File: config.mk
export PLATFORM = sky130hd
export DESIGN_NAME = ascii_integer_parser
export DESIGN_NICKNAME = d
export VERILOG_FILES = /design/src/rtl/aip_pkg.sv /design/src/rtl/aip_front.sv /design/src/rtl/aip_queue.sv /design/src/rtl/aip_back.sv /design/src/rtl/ascii_integer_parser.sv
export SDC_FILE = /design/constraint.sdc
export NUM_CORES = 1
export LEC_CHECK = 0
export BUFFER_PORTS_ARGS = -buffer_cell sky130_fd_sc_hd__buf_2
export CORE_ASPECT_RATIO = 0.8
export CORE_MARGIN = 2
export CORE_UTILIZATION = 60
export CTS_CLUSTER_SIZE = 30
export DETAILED_ROUTE_END_ITERATION = 6
export PLACE_DENSITY = 0.86
export SLEW_MARGIN = 20
export SYNTH_ARGS = -nofsm -noshare
export SYNTH_HDL_FRONTEND = slang
export SYNTH_SLANG_ARGS = --single-unit
File: constraint.sdc
create_clock -name clk -period 5.81 [get_ports clk]
set_input_delay 0.8715 -clock clk [delete_from_list [all_inputs] [get_ports clk]]
set_output_delay 0.8715 -clock clk [all_outputs]
set_load 0.02 [all_outputs]
File: src/rtl/aip_pkg.sv
// Shared types and character constants for the ASCII integer parser.
`default_nettype none
package aip_pkg;

  localparam int unsigned VALUE_W = 64;
  localparam int unsigned NIB_W   = 4;
  localparam int unsigned QDEPTH  = 2;
  localparam int unsigned QPTR_W  = 1;
  localparam int unsigned QCNT_W  = 2;

  localparam logic [7:0] CH_NUL   = 8'h00;
  localparam logic [7:0] CH_TAB   = 8'h09;
  localparam logic [7:0] CH_SPACE = 8'h20;
  localparam logic [7:0] CH_RPAR  = 8'h29;
  localparam logic [7:0] CH_STAR  = 8'h2a;
  localparam logic [7:0] CH_PLUS  = 8'h2b;
  localparam logic [7:0] CH_MINUS = 8'h2d;
  localparam logic [7:0] CH_SLASH = 8'h2f;
  localparam logic [7:0] CH_0     = 8'h30;
  localparam logic [7:0] CH_9     = 8'h39;
  localparam logic [7:0] CH_COLON = 8'h3a;
  localparam logic [7:0] CH_SEMI  = 8'h3b;
  localparam logic [7:0] CH_UA    = 8'h41;
  localparam logic [7:0] CH_UF    = 8'h46;
  localparam logic [7:0] CH_UX    = 8'h58;
  localparam logic [7:0] CH_LA    = 8'h61;
  localparam logic [7:0] CH_LF    = 8'h66;
  localparam logic [7:0] CH_LX    = 8'h78;

  // Classified character as it travels from front to back.
  typedef struct packed {
    logic              first;
    logic              blank;
    logic              minus;
    logic              zero;
    logic              xchar;
    logic              digit;
    logic              hexdig;
    logic              hex_end;
    logic              dec_end;
    logic [NIB_W-1:0]  nib;
  } cls_t;

  localparam int unsigned CLS_W = $bits(cls_t);

  typedef enum logic [2:0] {
    PH_IDLE,
    PH_LEAD,
    PH_NEG_WS,
    PH_NEG_DIG,
    PH_NEG_TAIL,
    PH_ZERO,
    PH_HEX,
    PH_DEC
  } phase_t;

endpackage
`default_nettype wire

File: src/rtl/aip_front.sv
// Front end: input handshake and character classification.
`default_nettype none
module aip_front (
  input  wire logic             in_tvalid,
  output logic                  in_tready,
  input  wire logic [7:0]       in_tdata,
  input  wire logic [0:0]       in_tuser,
  input  wire logic             q_full,
  output logic                  q_push,
  output aip_pkg::cls_t         q_wdata
);

  logic [7:0] c;
  logic       is_dig;
  logic       is_lc;
  logic       is_uc;
  logic       is_blank;
  logic       is_hex_end;

  assign c          = in_tdata;
  assign in_tready  = !q_full;
  assign q_push     = in_tvalid && !q_full;

  assign is_dig     = (c >= aip_pkg::CH_0) && (c <= aip_pkg::CH_9);
  assign is_lc      = (c >= aip_pkg::CH_LA) && (c <= aip_pkg::CH_LF);
  assign is_uc      = (c >= aip_pkg::CH_UA) && (c <= aip_pkg::CH_UF);
  assign is_blank   = (c == aip_pkg::CH_SPACE) || (c == aip_pkg::CH_TAB);
  assign is_hex_end = (c == aip_pkg::CH_NUL) || (c == aip_pkg::CH_RPAR) || is_blank;

  always_comb begin
    q_wdata.first   = in_tuser[0];
    q_wdata.blank   = is_blank;
    q_wdata.minus   = (c == aip_pkg::CH_MINUS);
    q_wdata.zero    = (c == aip_pkg::CH_0);
    q_wdata.xchar   = (c == aip_pkg::CH_LX) || (c == aip_pkg::CH_UX);
    q_wdata.digit   = is_dig;
    q_wdata.hexdig  = is_dig || is_lc || is_uc;
    q_wdata.hex_end = is_hex_end;
    q_wdata.dec_end = is_hex_end || (c == aip_pkg::CH_PLUS) || (c == aip_pkg::CH_MINUS)
                      || (c == aip_pkg::CH_STAR) || (c == aip_pkg::CH_SLASH)
                      || (c == aip_pkg::CH_SEMI) || (c == aip_pkg::CH_COLON);
    // Letters a-f and A-F map to 10-15 through their low bits plus nine.
    if (is_dig) begin
      q_wdata.nib = c[3:0];
    end else begin
      q_wdata.nib = c[3:0] + 4'd9;
    end
  end

endmodule
`default_nettype wire

File: src/rtl/aip_queue.sv
// Two-entry register queue between the front and back ends.
`default_nettype none
module aip_queue #(
  parameter int unsigned WIDTH = 8
) (
  input  wire logic             clk,
  input  wire logic             rst_n,
  input  wire logic             push,
  input  wire logic [WIDTH-1:0] wdata,
  output logic                  full,
  input  wire logic             pop,
  output logic                  valid,
  output logic [WIDTH-1:0]      rdata
);

  logic [WIDTH-1:0]            mem_r [aip_pkg::QDEPTH];
  logic [aip_pkg::QPTR_W-1:0]  wr_ptr_r;
  logic [aip_pkg::QPTR_W-1:0]  rd_ptr_r;
  logic [aip_pkg::QCNT_W-1:0]  cnt_r;
  logic [aip_pkg::QCNT_W-1:0]  cnt_nxt;
  logic                        do_pop;

  assign full   = (cnt_r == aip_pkg::QCNT_W'(aip_pkg::QDEPTH));
  assign valid  = (cnt_r != '0);
  assign rdata  = mem_r[rd_ptr_r];
  assign do_pop = pop && valid;

  always_comb begin
    cnt_nxt = cnt_r;
    if (push && !do_pop) begin
      cnt_nxt = cnt_r + 1'b1;
    end else if (do_pop && !push) begin
      cnt_nxt = cnt_r - 1'b1;
    end
  end

  always_ff @(posedge clk) begin
    if (!rst_n) begin
      wr_ptr_r <= '0;
      rd_ptr_r <= '0;
      cnt_r    <= '0;
    end else begin
      cnt_r <= cnt_nxt;
      if (push) begin
        wr_ptr_r <= wr_ptr_r + 1'b1;
      end
      if (do_pop) begin
        rd_ptr_r <= rd_ptr_r + 1'b1;
      end
    end
  end

  always_ff @(posedge clk) begin
    if (push) begin
      mem_r[wr_ptr_r] <= wdata;
    end
  end

endmodule
`default_nettype wire

File: src/rtl/aip_back.sv
// Back end: parse state machine, accumulator and output register.
`default_nettype none
module aip_back (
  input  wire logic                          clk,
  input  wire logic                          rst_n,
  input  wire logic                          q_valid,
  input  wire aip_pkg::cls_t                 q_rdata,
  output logic                               q_pop,
  output logic                               out_tvalid,
  input  wire logic                          out_tready,
  output logic [aip_pkg::VALUE_W-1:0]        out_tdata,
  output logic [0:0]                         out_tuser
);

  aip_pkg::phase_t               phase_r;
  aip_pkg::phase_t               phase_nxt;
  aip_pkg::phase_t               ph_eff;
  logic [aip_pkg::VALUE_W-1:0]   accum_r;
  logic [aip_pkg::VALUE_W-1:0]   accum_nxt;
  logic [aip_pkg::VALUE_W-1:0]   acc_eff;
  logic [aip_pkg::VALUE_W-1:0]   acc_dec;
  logic [aip_pkg::VALUE_W-1:0]   acc_hex;
  logic [aip_pkg::VALUE_W-1:0]   acc_neg;
  logic [aip_pkg::VALUE_W-1:0]   acc_sgn;
  logic [aip_pkg::VALUE_W-1:0]   nib_ext;
  logic                          neg_r;
  logic                          neg_nxt;
  logic                          neg_eff;
  logic                          emit;
  logic [aip_pkg::VALUE_W-1:0]   emit_value;
  logic                          emit_error;
  logic                          out_valid_r;
  logic [aip_pkg::VALUE_W-1:0]   out_value_r;
  logic                          out_error_r;
  aip_pkg::cls_t                 c;

  assign c     = q_rdata;
  assign q_pop = q_valid && (!out_valid_r || out_tready);

  // A first-marked item restarts the parse before it is looked at.
  assign ph_eff  = c.first ? aip_pkg::PH_LEAD : phase_r;
  assign acc_eff = c.first ? '0 : accum_r;
  assign neg_eff = c.first ? 1'b0 : neg_r;

  assign nib_ext = {{(aip_pkg::VALUE_W-aip_pkg::NIB_W){1'b0}}, c.nib};
  assign acc_dec = (acc_eff << 3) + (acc_eff << 1) + nib_ext;
  assign acc_hex = {acc_eff[aip_pkg::VALUE_W-aip_pkg::NIB_W-1:0], c.nib};
  assign acc_neg = '0 - acc_eff;
  assign acc_sgn = neg_eff ? acc_neg : acc_eff;

  // Next state.
  always_comb begin
    phase_nxt = ph_eff;
    accum_nxt = acc_eff;
    neg_nxt   = neg_eff;
    unique case (ph_eff)
      aip_pkg::PH_IDLE: begin
        phase_nxt = aip_pkg::PH_IDLE;
      end
      aip_pkg::PH_LEAD: begin
        if (c.blank) begin
          phase_nxt = aip_pkg::PH_LEAD;
        end else if (c.minus) begin
          neg_nxt   = 1'b1;
          phase_nxt = aip_pkg::PH_NEG_WS;
        end else if (c.zero) begin
          phase_nxt = aip_pkg::PH_ZERO;
        end else if (c.digit) begin
          accum_nxt = nib_ext;
          phase_nxt = aip_pkg::PH_DEC;
        end else begin
          phase_nxt = aip_pkg::PH_IDLE;
        end
      end
      aip_pkg::PH_NEG_WS, aip_pkg::PH_NEG_DIG: begin
        if (c.blank && ph_eff == aip_pkg::PH_NEG_WS) begin
          phase_nxt = aip_pkg::PH_NEG_WS;
        end else if (c.digit) begin
          accum_nxt = acc_dec;
          phase_nxt = aip_pkg::PH_NEG_DIG;
        end else if (c.blank) begin
          phase_nxt = aip_pkg::PH_NEG_TAIL;
        end else begin
          phase_nxt = aip_pkg::PH_IDLE;
        end
      end
      aip_pkg::PH_NEG_TAIL: begin
        phase_nxt = c.blank ? aip_pkg::PH_NEG_TAIL : aip_pkg::PH_IDLE;
      end
      aip_pkg::PH_ZERO: begin
        if (c.xchar) begin
          accum_nxt = '0;
          phase_nxt = aip_pkg::PH_HEX;
        end else if (c.hex_end) begin
          phase_nxt = aip_pkg::PH_IDLE;
        end else if (c.digit) begin
          accum_nxt = nib_ext;
          phase_nxt = aip_pkg::PH_DEC;
        end else begin
          phase_nxt = aip_pkg::PH_IDLE;
        end
      end
      aip_pkg::PH_HEX: begin
        if (c.hex_end || !c.hexdig) begin
          phase_nxt = aip_pkg::PH_IDLE;
        end else begin
          accum_nxt = acc_hex;
        end
      end
      aip_pkg::PH_DEC: begin
        if (c.digit) begin
          accum_nxt = acc_dec;
        end else begin
          phase_nxt = aip_pkg::PH_IDLE;
        end
      end
      default: begin
        phase_nxt = aip_pkg::PH_IDLE;
      end
    endcase
  end

  // Result decision.
  always_comb begin
    emit       = 1'b0;
    emit_value = '0;
    emit_error = 1'b0;
    unique case (ph_eff)
      aip_pkg::PH_IDLE: begin
        emit = 1'b0;
      end
      aip_pkg::PH_LEAD: begin
        if (!(c.blank || c.minus || c.digit)) begin
          emit       = 1'b1;
          emit_error = 1'b1;
        end
      end
      aip_pkg::PH_NEG_WS, aip_pkg::PH_NEG_DIG, aip_pkg::PH_NEG_TAIL: begin
        if (!c.blank && !(c.digit && ph_eff != aip_pkg::PH_NEG_TAIL)) begin
          emit       = 1'b1;
          emit_value = acc_sgn;
          emit_error = !c.dec_end;
        end
      end
      aip_pkg::PH_ZERO: begin
        if (!c.xchar && !c.digit) begin
          emit       = 1'b1;
          emit_error = !c.hex_end;
        end
      end
      aip_pkg::PH_HEX: begin
        if (c.hex_end) begin
          emit       = 1'b1;
          emit_value = acc_eff;
        end else if (!c.hexdig) begin
          emit       = 1'b1;
          emit_error = 1'b1;
        end
      end
      aip_pkg::PH_DEC: begin
        if (!c.digit) begin
          emit       = 1'b1;
          emit_value = acc_eff;
          emit_error = !c.dec_end;
        end
      end
      default: begin
        emit = 1'b0;
      end
    endcase
  end

  always_ff @(posedge clk) begin
    if (!rst_n) begin
      phase_r     <= aip_pkg::PH_IDLE;
      neg_r       <= 1'b0;
      accum_r     <= '0;
      out_valid_r <= 1'b0;
    end else begin
      if (q_pop) begin
        phase_r <= phase_nxt;
        accum_r <= accum_nxt;
        neg_r   <= neg_nxt;
      end
      if (q_pop && emit) begin
        out_valid_r <= 1'b1;
      end else if (out_tready) begin
        out_valid_r <= 1'b0;
      end
    end
  end

  always_ff @(posedge clk) begin
    if (q_pop && emit) begin
      out_value_r <= emit_value;
      out_error_r <= emit_error;
    end
  end

  assign out_tvalid   = out_valid_r;
  assign out_tdata    = out_value_r;
  assign out_tuser[0] = out_error_r;

endmodule
`default_nettype wire

File: src/rtl/ascii_integer_parser.sv
// Top level of the streaming ASCII integer parser.
// Usage:
//   The input stream carries one character per item on in_tdata, with
//   in_tuser[0] set on the first character of each string. A first-marked
//   item always restarts the parse and drops any unfinished string.
//   The output stream carries one item per string, on the character that
//   decides it: the 64-bit value on out_tdata and the error flag on
//   out_tuser[0]. Characters after the decision give nothing until the
//   next first-marked item.
//   Throughput is one character per cycle unless the output stalls. The
//   character is classified and written into the two-entry queue at the
//   accepting edge; the parse state machine then pops it and loads the
//   output register, which raises out_tvalid for the deciding character.
//   A stalled output holds its item; the parser stops popping the queue,
//   and in_tready drops once both queue entries are filled.
//   Reset empties the queue and output register and returns the parser
//   to idle, ignoring characters until a first-marked item.
`default_nettype none
module ascii_integer_parser (
  input  wire logic        clk,
  input  wire logic        rst_n,
  input  wire logic        in_tvalid,
  output logic             in_tready,
  input  wire logic [7:0]  in_tdata,   // [7:0] ch
  input  wire logic [0:0]  in_tuser,   // [0] first
  output logic             out_tvalid,
  input  wire logic        out_tready,
  output logic [63:0]      out_tdata,  // [63:0] value
  output logic [0:0]       out_tuser   // [0] error
);

  logic          q_full;
  logic          q_push;
  logic          q_pop;
  logic          q_valid;
  aip_pkg::cls_t q_wdata;
  aip_pkg::cls_t q_rdata;

  aip_front u_front (
    .in_tvalid (in_tvalid),
    .in_tready (in_tready),
    .in_tdata  (in_tdata),
    .in_tuser  (in_tuser),
    .q_full    (q_full),
    .q_push    (q_push),
    .q_wdata   (q_wdata)
  );

  aip_queue #(
    .WIDTH (aip_pkg::CLS_W)
  ) u_queue (
    .clk   (clk),
    .rst_n (rst_n),
    .push  (q_push),
    .wdata (q_wdata),
    .full  (q_full),
    .pop   (q_pop),
    .valid (q_valid),
    .rdata (q_rdata)
  );

  aip_back u_back (
    .clk        (clk),
    .rst_n      (rst_n),
    .q_valid    (q_valid),
    .q_rdata    (q_rdata),
    .q_pop      (q_pop),
    .out_tvalid (out_tvalid),
    .out_tready (out_tready),
    .out_tdata  (out_tdata),
    .out_tuser  (out_tuser)
  );

endmodule
`default_nettype wire
# --- Word level (Yosys, flattened, before mapping) ---
# Memories as Yosys holds them, arrays and structs flattened. A register that Yosys moved wholly into a read port is not among the register bits.
# Cells that the tools add are included.
totals:
  elab_cells: 146
  memories: 1
  reg_bits: 138
  out_inout_bits: 67
  ram_bits: 26
mem_list:
  columns: ["name", "depth", "width", "read_ports", "rd_ports_with_merged_regs", "wr", "line_no", "text"]
  rows:
  - ["u_queue.mem_r", 2, 13, 1, 1, 1, "aip_queue.sv:16", "logic [WIDTH-1:0] mem_r [aip_pkg::QDEPTH];"]
classes:
  eq_ne: 21
  reduce_logical: 47
  muxes: 54
  addsub: 8
  n_lt_le_gt_ge: 6
ops:
  columns: ["operator", "n"]
  rows:
  - ["two-way mux 64 bit", 14]
  - ["one-hot mux 64 bit (5 select lines)", 1]
  - ["one-hot mux 64 bit (3 select lines)", 1]
  - ["== test 8 x 6 -> 1 bit (second input constant)", 9]
  - ["adder 64 x 4 -> 64 bit", 1]
  - ["adder 64 bit", 1]
  - ["subtractor 1 x 64 -> 64 bit (first input constant)", 1]
  - ["two-way mux 3 bit", 12]
  - ["one-hot mux 3 bit (7 select lines)", 1]
  - ["two-way mux 1 bit", 20]
  - ["== test 8 x 7 -> 1 bit (second input constant)", 2]
  - [">= comparator 8 x 7 -> 1 bit (second input constant)", 2]
  - ["less-or-equal comparator 8 x 7 -> 1 bit (second input constant)", 2]
  - ["logical OR 1 bit", 16]
  - ["logical AND 1 bit", 13]
  - ["== test 3 bit (second input constant)", 4]
  - ["zero test 1 bit", 11]
  - ["== test 8 x 4 -> 1 bit (second input constant)", 1]
  - [">= comparator 8 x 6 -> 1 bit (second input constant)", 1]
  - ["less-or-equal comparator 8 x 6 -> 1 bit (second input constant)", 1]
  - ["zero test 8 bit", 1]
  - ["== test 3 x 2 -> 1 bit (second input constant)", 2]
  - ["one-hot mux 1 bit (6 select lines)", 1]
  - ["nonzero test 2 bit", 3]
  - ["13 further kinds", 15]

# --- Logic depth before layout (Yosys ltp) ---
# Gate-level depths: netlist (run 1).
depth:
  depth_word: 9
  mapped_depth: 20
  ltp_nobuf: 16

# --- By module ---
# From an unflattened synthesis (run 1), not the netlist that was laid out.
hier_totals:
  hier_cells: 1871
  hier_area_um2: 14756.7
modules_own_cells:
  columns: ["module", "cells_each", "seq_area_each_um2", "instances", "area_each_um2"]
  rows:
  - ["aip_back", 1752, 3333.2, 1, 13190.2]
  - ["aip_queue", 62, 880.8, 1, 1152.4]
  - ["aip_front", 57, 0.0, 1, 414.1]

# --- Worst setup path after synthesis (run 1) ---
# No wires, ideal clock.
synth_path:
  path_type: "register to register"
  startpoint: "register with a tool-made name"
  endpoint: "register u_back.accum_r[58] (netlist name)"
  path_stages_with_launch: 20
  required_time_ns: 5.674
  arrival_ns: 4.590
  setup_slack_ns: 1.084
  setup_time_ns: 0.136
  path_buffers: 5
  cell_sequence: "dfxtp_1 -> buf_2 -> mux2i_2 -> clkbuf_1 -> clkbuf_1 -> clkbuf_1 -> clkbuf_1 -> and2_1 -> ha_1 -> ha_1 -> o21ai_0 -> a21oi_1 -> a221o_1 -> and2_1 -> nor3_2 -> a31oi_4 -> a211o_1 -> a21boi_1 -> xor2_1 -> o32ai_1"
synth_rtl:
  columns: ["item", "line_no", "text"]
  rows:
  - ["end signal, assigned", "aip_back.sv:182", "accum_r <= accum_nxt;"]
  - ["end, declared", "aip_back.sv:18", "logic [aip_pkg::VALUE_W-1:0] accum_r;"]

==> results of run 1 <==
-- cell type report --
class	count	area, sq um	area share
multi-input combinational	1437	9340	0.611
tap	312	390	0.0255
timing repair buffer	101	573	0.0375
clock buffer	17	425	0.0278
inverter	50	188	0.0123
clock inverter	15	165	0.0108
sequential	165	4210	0.275
-- kinds of logic after synthesis --
family,after synthesis,synth area share
compound gates,667,0.298
simple gates,552,0.188
flops,165,0.298
buf+inv,156,0.0427
fa+ha+maj,129,0.115
xor+xnor,67,0.0415
mux,22,0.0166
-- per-stage QoR --
step                cells  setup slack [ns]
floorplan            1758              1.08
global placement     2065              1.22
detailed placement   2065              1.08
CTS                  2097              1.04
global route         2097             0.607
finish               2097             0.878
-- layout by cell type, fill, tap and decap left out, types with 37 or more instances in the layout --
cell,instances
sky130_fd_sc_hd__edfxtp_1,91
sky130_fd_sc_hd__dfxtp_1,74
sky130_fd_sc_hd__a21oi_1,184
sky130_fd_sc_hd__ha_1,128
sky130_fd_sc_hd__o21ai_0,179
sky130_fd_sc_hd__and2_1,46
sky130_fd_sc_hd__xnor2_1,37
sky130_fd_sc_hd__buf_2,79
sky130_fd_sc_hd__inv_1,48
sky130_fd_sc_hd__nor3_1,41
sky130_fd_sc_hd__nor2_1,158
sky130_fd_sc_hd__nand2_1,161
-- registers in the layout, indices dropped and copies added (netlist names), named ones only --
name,cells
u_back.out_tdata,64
u_queue.wr_ptr_r,1
u_back.out_tuser,1
u_back.neg_r,1
u_back.out_tvalid,1
u_back.phase_r,3
u_queue.rd_ptr_r,1
u_queue.cnt_r,2
u_back.accum_r,64
u_queue.mem_r,26
-- how the worst max path moves through the flow --
stage / start / endpoint
after floorplan: flop / u_back.accum_r[58]$_SDFFE_PN0P_
after global placement: flop / u_back.accum_r[51]$_SDFFE_PN0P_
after detailed placement: flop / u_back.accum_r[40]$_SDFFE_PN0P_
after CTS: flop / u_back.accum_r[40]$_SDFFE_PN0P_
after global routing: flop / u_back.accum_r[40]$_SDFFE_PN0P_
final: flop / u_back.accum_r[51]$_SDFFE_PN0P_
-- critical path, stage by stage, from the launching register on --
cell	delay [ns]
sky130_fd_sc_hd__dfxtp_1	0.40
sky130_fd_sc_hd__mux2i_4	0.59
sky130_fd_sc_hd__buf_12	0.33
sky130_fd_sc_hd__and2_1	0.38
sky130_fd_sc_hd__ha_1	0.31
sky130_fd_sc_hd__ha_1	0.36
sky130_fd_sc_hd__and3_1	0.18
sky130_fd_sc_hd__a221o_1	0.34
sky130_fd_sc_hd__a21oi_1	0.27
sky130_fd_sc_hd__a21oi_1	0.17
sky130_fd_sc_hd__o211ai_1	0.21
sky130_fd_sc_hd__nand2b_1	0.15
sky130_fd_sc_hd__a21o_1	0.21
sky130_fd_sc_hd__a21oi_1	0.39
sky130_fd_sc_hd__mux2i_1	0.37
sky130_fd_sc_hd__o211ai_1	0.13
-- where the power goes --
group | total, mW | switching (mW) | internal (mW)
Sequential | 1.84 | 0.359 | 1.48
Combinational | 3.33 | 2.28 | 1.05
Clock | 1.16 | 0.516 | 0.641
-- layer usage --
layer  share of wire  track usage  up-vias  wire length, microns
met1            0.41        0.556     6819                 19000
met5               0            0        -                     0
met3            0.18        0.126      156                  8270
li1                -            -     6626                     -
met2            0.38        0.490     1335                 17800
met4           0.028       0.0974        0                  1320
==> results.txt, run 1 <==
- The flow ran to the end, but the final reports show violations.
- The checks that failed: design-rule violations.
- Critical path start-end classification: flop to flop
* Post-route design area: 15300 sq um
- Data arrives at the worst endpoint at 5.24 ns.
- Port buffering added 79 buffers.
* Cell count of the worst reg-to-reg path: 15
- 0 antenna diodes ended up in the layout.
- The initial antenna violation count came to 0.
* Total power: ~6.3 mW
- 80 I/O pins were placed.
- Post-synthesis sequential area ratio: 0.298
- Biggest area contributors in the synthesized netlist: sky130_fd_sc_hd__edfxtp_1 (19%), sky130_fd_sc_hd__ha_1 (11%), sky130_fd_sc_hd__dfxtp_1 (10%), sky130_fd_sc_hd__a21oi_1 (6.6%), sky130_fd_sc_hd__o21ai_0 (6.3%)
- The first global-routing pass estimated 72300 microns of wire.
- Row cnt: 50
- Area delta synth->final: 8.32%
- On the final layout, the worst hold slack is between 0.5 and 0.6 ns.
* # resized after CTS: 0
* Crit Reg-Reg Endpoint: u_back.accum_r[51]$_SDFFE_PN0P_
* Terminating pin of the worst hold path: u_queue.cnt_r[1]$_SDFFE_PN0P_
* Power density over cell area: 414 nW/um^2
* Floorplan die height: 141 microns
- The die covers 24800 sq um.
- Counting every sink on the clock net gives 165.
- The worst setup path is captured at a flop.
* Post-synthesis net count: between 1500 and 2000
- Hold bufs inserted after CTS: 0
* Number of nets in the finished design: 1914
* Cell leakage power: 6.30 nW
- Of all nets on the critical path, the largest fanout is 65.
* H-tree levels: 4
* Clock network latency to the later pin of the worst-skew pair: 0.45 ns
- In the final timing run, aggregate negative setup slack is 0 ns.
* Final hold violation count: 0
- The number of global-route vias before repair was around 13000.
- After synthesis, the share of flip-flops with an asynchronous set or reset is 0.
- Fraction of layout cells with a size suffix above 1: 0.0975
- The worst hold path belongs to the class flop to flop.
- DR vias/cell: 7.12
* Library cell occupying the most area in the post-synthesis netlist: sky130_fd_sc_hd__edfxtp_1
- Achievable clock frequency: 203 MHz
* VDD IR-drop max: 0.221 mV
- Pin slew with the least headroom to its limit: about 1.1 ns
- Total number of vias: 14900
- The clock passes through at most 2 buffers.
* Synthesized instance count: 1758
- Number of filler cells placed in the layout: 1884
- Horizontal die dimension: 176 microns
- Starting density of the core: 0.607
- For this run, the share of the core covered by cells in the final layout is 0.657.
- Setup slack, reg-to-reg: 0.88 ns
- Critical path required time: around 6.1 ns
- Number of remaining DRC errors: 1
- First-pass iteration count of the detailed router: 7
* Count of cells along the worst hold path: 2
- Routability-driven placement finished with a final weighted congestion of ~1.1.
- Post-CTS Setup Inserts: 0
* Residual antenna-violating net count after detailed routing: 0
* Top FF cell, synth: sky130_fd_sc_hd__edfxtp_1
- In this run the most critical hold path is launched from u_queue.cnt_r[1]$_SDFFE_PN0P_.
- The worst setup path is launched from a flop.
- Max Cap Violations: 0
* Max-slew violation count: 0
* Average wire length per cell after detail routing: 22.1 microns
- Setup repair after global routing left no endpoint under its margin.
- Final Skew: 0.0113 ns
- Number of synthesized flops with an enable pin: 91
- The worst pin sits at a relative slew slack of 0.256.
- Entering global routing, the biggest net connects 67 pins.
- The total overflow left after global routing is 0.
* Count of unique library cells instantiated by Yosys: 89
* Mapped Area: 14100 sq um
- The worst path needs 4.93 ns of the cycle, external delays included.
- Most frequent cells after synthesis: sky130_fd_sc_hd__a21oi_1 (185), sky130_fd_sc_hd__o21ai_0 (179), sky130_fd_sc_hd__nand2_1 (161)
* Number of warning messages in the yosys log: 0
- In the global route stage, overall resource usage came out at 0.367.
- Violation count after the first detailed-route iteration: around 3200
* Library cell used as clock root buffer: sky130_fd_sc_hd__clkbuf_16
- The HPWL after detailed placement is 33400 microns.
- The number of clock buffers added by TritonCTS is 17.
- The placed instances occupy a cell area of 14700 sq um.
- Share of the cycle needed by the critical path after routing: 0.849
- Setup violations remaining at the end of the flow were counted as 0.
- Core Box Area: 23300 sq um
* Leading cell type by number of instances after synthesis: sky130_fd_sc_hd__a21oi_1
* TritonCTS clock tree: yes
* Share of the synthesized area in the top cell type: 0.193
- The average instance in the mapped netlist occupies 8.03 sq um.
- Clock-pin slew on the worst setup and hold paths: approximately 0.07 ns
- Register bit count reported by yosys: 165
- The routed design has 46300 microns of wire.
Note: power is estimated with default switching activity, not from simulation.
==> run 2, diff against run 1 <==
Clock period 5.81 ns to 4.9 ns, I/O delays scaled along.
==> run 2 against run 1 <==
  * The run still ends with design-rule violations left
  * Worst setup slack got worse by 0.55 ns
  * Clock skew is 0.0038 ns higher
  * Maximum frequency grew 7.8%
  * Combinational power increased by 21%
  * Hold slack got worse by 0.021 ns
  * Clock power up 13%
  * Non-clock buffer count is 11 higher
  * Sequential power is 18% higher
  * First-iteration DRC count is 6.6% higher
  * Die area is the same
  * Largest power group unchanged
==> results.txt, run 2 (synthesized netlist as in run 1, its figures left out) <==
- The type of element launching the critical path was a flop (unchanged).
- Max Cap Violations: 0 (unchanged)
- Total wire length: 46600 microns (was 46300 microns)
* First-pass iteration count of the detailed router: 7 (unchanged)
- The relative slew slack was 0.328 (was 0.256).
* Count of endpoints failing setup in the final report: 0 (unchanged)
- Net switching power of the design: 3.76 mW (was 3.16 mW)
* Routability congestion estimate from global placement: 1.00 (was 1.05)
* Clock buffers created by TritonCTS: 17 (unchanged)
- Non-Filler Instances: 2108 (was 2097)
* Number of filler cells placed in the layout: 1914 (was 1884)
* Worst hold slack after final layout: 0.513 ns (was 0.534 ns)
- The maximum fanout count along the critical path is 18 (was 65).
- The reported leakage power came to 6.34 nW (was 6.30 nW).
- # placed instances: 2076 (was 2065)
* Area delta synth->final: 8.79% (was 8.32%)
- The total power is 7.52 mW (was 6.33 mW).
- The layout net count is 1925 (was 1914).
- Fin crit period: 4.57 ns (was 4.93 ns)
- The initial antenna violation count is 0 (unchanged).
- Core Box Area: 23300 sq um (unchanged)
- The die width was 176 microns (unchanged).
- Outcome: finished with violations (unchanged).
* Sink Count: 165 (unchanged)
- Internal power contribution: 3.76 mW (was 3.17 mW)
- Sum Neg Setup Slack: 0 ns (unchanged)
* Pin slew with the least headroom to its limit: 1.00 ns (was 1.12 ns)
- Part of the power in the clock network: 0.175 (was 0.183)
- RSZ-0062 raised after global routing: no (unchanged)
- The switching fraction of total power is 0.500 (was 0.499).
- Violation count after the first detailed-route iteration: 3455 (was 3241)
* Total number of vias: 14800 (was 14900)
* Antenna fix cells: 0 (unchanged)
* Maximum number of pins on one net before global-route repair: 68 (was 67)
- Leading cell types in the layout, fill and taps excluded: sky130_fd_sc_hd__a21oi_1 (184), sky130_fd_sc_hd__o21ai_0 (179), sky130_fd_sc_hd__nand2_1 (161) (unchanged)
* WP data arrival: 4.93 ns (was 5.24 ns)
- The power density of the placed cells came to 489 nW/um^2 (was 414 nW/um^2).
* Global Route Usage Sum: 0.367 (about the same)
* Number of remaining DRC errors: 7 (was 1)
- Residual antenna-violating net count after detailed routing: 0 (unchanged)
- TritonCTS clock tree: yes (unchanged)
- The final critical-path share of the clock period was 0.933 (was 0.849).
- The maximum buffer depth of the clock tree came to 2 (unchanged).
- The master cell of the clock root buffer is sky130_fd_sc_hd__clkbuf_16 (unchanged).
- Combinational share of power: 0.534 (was 0.526)
- Fraction of layout cells with a size suffix above 1: 0.102 (was 0.0975)
* Clock-pin slew on the worst setup and hold paths: 0.07 ns (about the same)
- Violated checks: design-rule violations (unchanged).
* DR vias/cell: 7.02 (was 7.12)
- The count of endpoints failing hold in the final timing report is 0 (unchanged).
- Total congestion overflow: 0 (unchanged)
- The per-cell routed wire length is 22.1 microns (about the same).
- The number of levels in the clock H-tree was 4 (unchanged).
- The height of the chip is 141 microns (unchanged).
- The kind of critical path is flop to flop (unchanged).
- The data required time of the critical path is 5.26 ns (was 6.12 ns).
- The final setup skew was 0.0151 ns (was 0.0113 ns).
* Via count of the first global-routing pass: 12900 (was 13100)
* Die area: 24800 sq um (unchanged)
- The detailed placer's ending HPWL came to 34700 microns (was 33400 microns).
- Row cnt: 50 (unchanged)
- The top achievable clock speed came to 219 MHz (was 203 MHz).
- Commonest non-fill, non-tap cell in the layout: sky130_fd_sc_hd__a21oi_1 (unchanged)
- Sequential fraction of design power: 0.291 (about the same)
- Number of buffers inserted by port buffering: 79 (unchanged)
* Kind of capture point of the worst setup path: flop (unchanged)
- The worst hold path class was flop to flop (unchanged).
- The global-route wire length before repair is 71900 microns (was 72300 microns).
- VDD IR-drop max: 0.260 mV (was 0.221 mV)
* Number of top-level pins: 80 (unchanged)
- The clock latency of the later-clocked register in the worst-skew pair was 0.44 ns (was 0.45 ns).
- The starting utilization of the core area came to 0.607 (unchanged).
- The final max-slew violation count was 0 (unchanged).
[run 2: changes by cell type in the layout (fill, tap and decap cells not counted)]
cell and change:
sky130_fd_sc_hd__buf_4 +11, sky130_fd_sc_hd__bufinv_16 -1, sky130_fd_sc_hd__clkbuf_8 +1, sky130_fd_sc_hd__clkinv_1 +1, sky130_fd_sc_hd__clkinv_2 +1, sky130_fd_sc_hd__clkinv_4 -2
sky130_fd_sc_hd__clkinvlp_4 +2, sky130_fd_sc_hd__inv_6 -3, sky130_fd_sc_hd__inv_8 +1, sky130_fd_sc_hd__o31ai_2 -1, sky130_fd_sc_hd__o31ai_4 +1
[run 2: area by class of cell]
class,instances,area [sq um],area share
Clock buffer,18,439,0.0286
Inverter,50,188,0.0122
Multi-Input combinational cell,1437,9350,0.609
Sequential cell,165,4210,0.274
Timing Repair Buffer,112,656,0.0427
Clock inverter,14,126,0.00822
Tap cell,312,390,0.0254
[run 2: layer usage]
metal | routed length, microns | global-route usage | part of all wire
met4 | 981 | 0.0909 | 0.021
met2 | 17300 | 0.471 | 0.37
met5 | 0 | 0 | 0
met1 | 19700 | 0.572 | 0.42
met3 | 8670 | 0.128 | 0.19
[run 2: worst max-delay path, stage by stage, from the launching register on]
cell and delay, ns:
sky130_fd_sc_hd__dfxtp_1 0.41, sky130_fd_sc_hd__buf_4 0.32, sky130_fd_sc_hd__mux2_2 0.42, sky130_fd_sc_hd__xnor2_1 0.14, sky130_fd_sc_hd__ha_1 0.19, sky130_fd_sc_hd__a31o_2 0.21, sky130_fd_sc_hd__ha_1 0.36, sky130_fd_sc_hd__o21ai_0 0.18
sky130_fd_sc_hd__o21ai_1 0.27, sky130_fd_sc_hd__nand3_1 0.18, sky130_fd_sc_hd__a21boi_2 0.28, sky130_fd_sc_hd__o311ai_1 0.20, sky130_fd_sc_hd__a22o_1 0.34, sky130_fd_sc_hd__o31ai_4 0.30, sky130_fd_sc_hd__a31oi_1 0.17, sky130_fd_sc_hd__or4_1 0.43
sky130_fd_sc_hd__o211ai_1 0.10
[run 2: path summary, 6_finish.rpt]
kind	depth (start not counted)	slack, ns	end	start
min	2	0.51	u_queue.cnt_r[1]$_SDFFE_PN0P_	u_queue.cnt_r[1]$_SDFFE_PN0P_
max	16	0.33	u_back.accum_r[61]$_SDFFE_PN0P_	flop
max reg2reg	16	0.33	u_back.accum_r[61]$_SDFFE_PN0P_	flop
min reg2reg	2	0.51	u_queue.cnt_r[1]$_SDFFE_PN0P_	u_queue.cnt_r[1]$_SDFFE_PN0P_
[run 2: power groups by stage]
stage	logic [mW]	clock network [mW]	registers, mW
final	4.02	1.31	2.18
after global routing	4.31	1.36	2.19
after CTS	3.83	1.30	2.13
after detailed placement	3.80	0	2.16
after global placement	3.71	0	2.14
after floorplan	2.79	0	2.02
[run 2: timing repair]
| action | 4_1_cts | 5_1_grt |
|---|---|---|
| buffers inserted | 0 | 0 |
| endpoints found under the setup margin | 0 | 1 |
| endpoints found under the hold margin | 0 | 0 |
| hold buffers | 0 | 0 |
| gates resized for setup | 0 | 1 |
[run 2: metrics by stage]
stage | worst slack [ns] | util | cell area [sq um]
after floorplan | 0.174 | - | 14100
after global placement | 0.470 | 0.635 | 14800
after detailed placement | 0.303 | 0.635 | 14800
after CTS | 0.276 | 0.660 | 15400
after global routing | 0.0442 | 0.660 | 15400
final | 0.326 | 0.660 | 15400
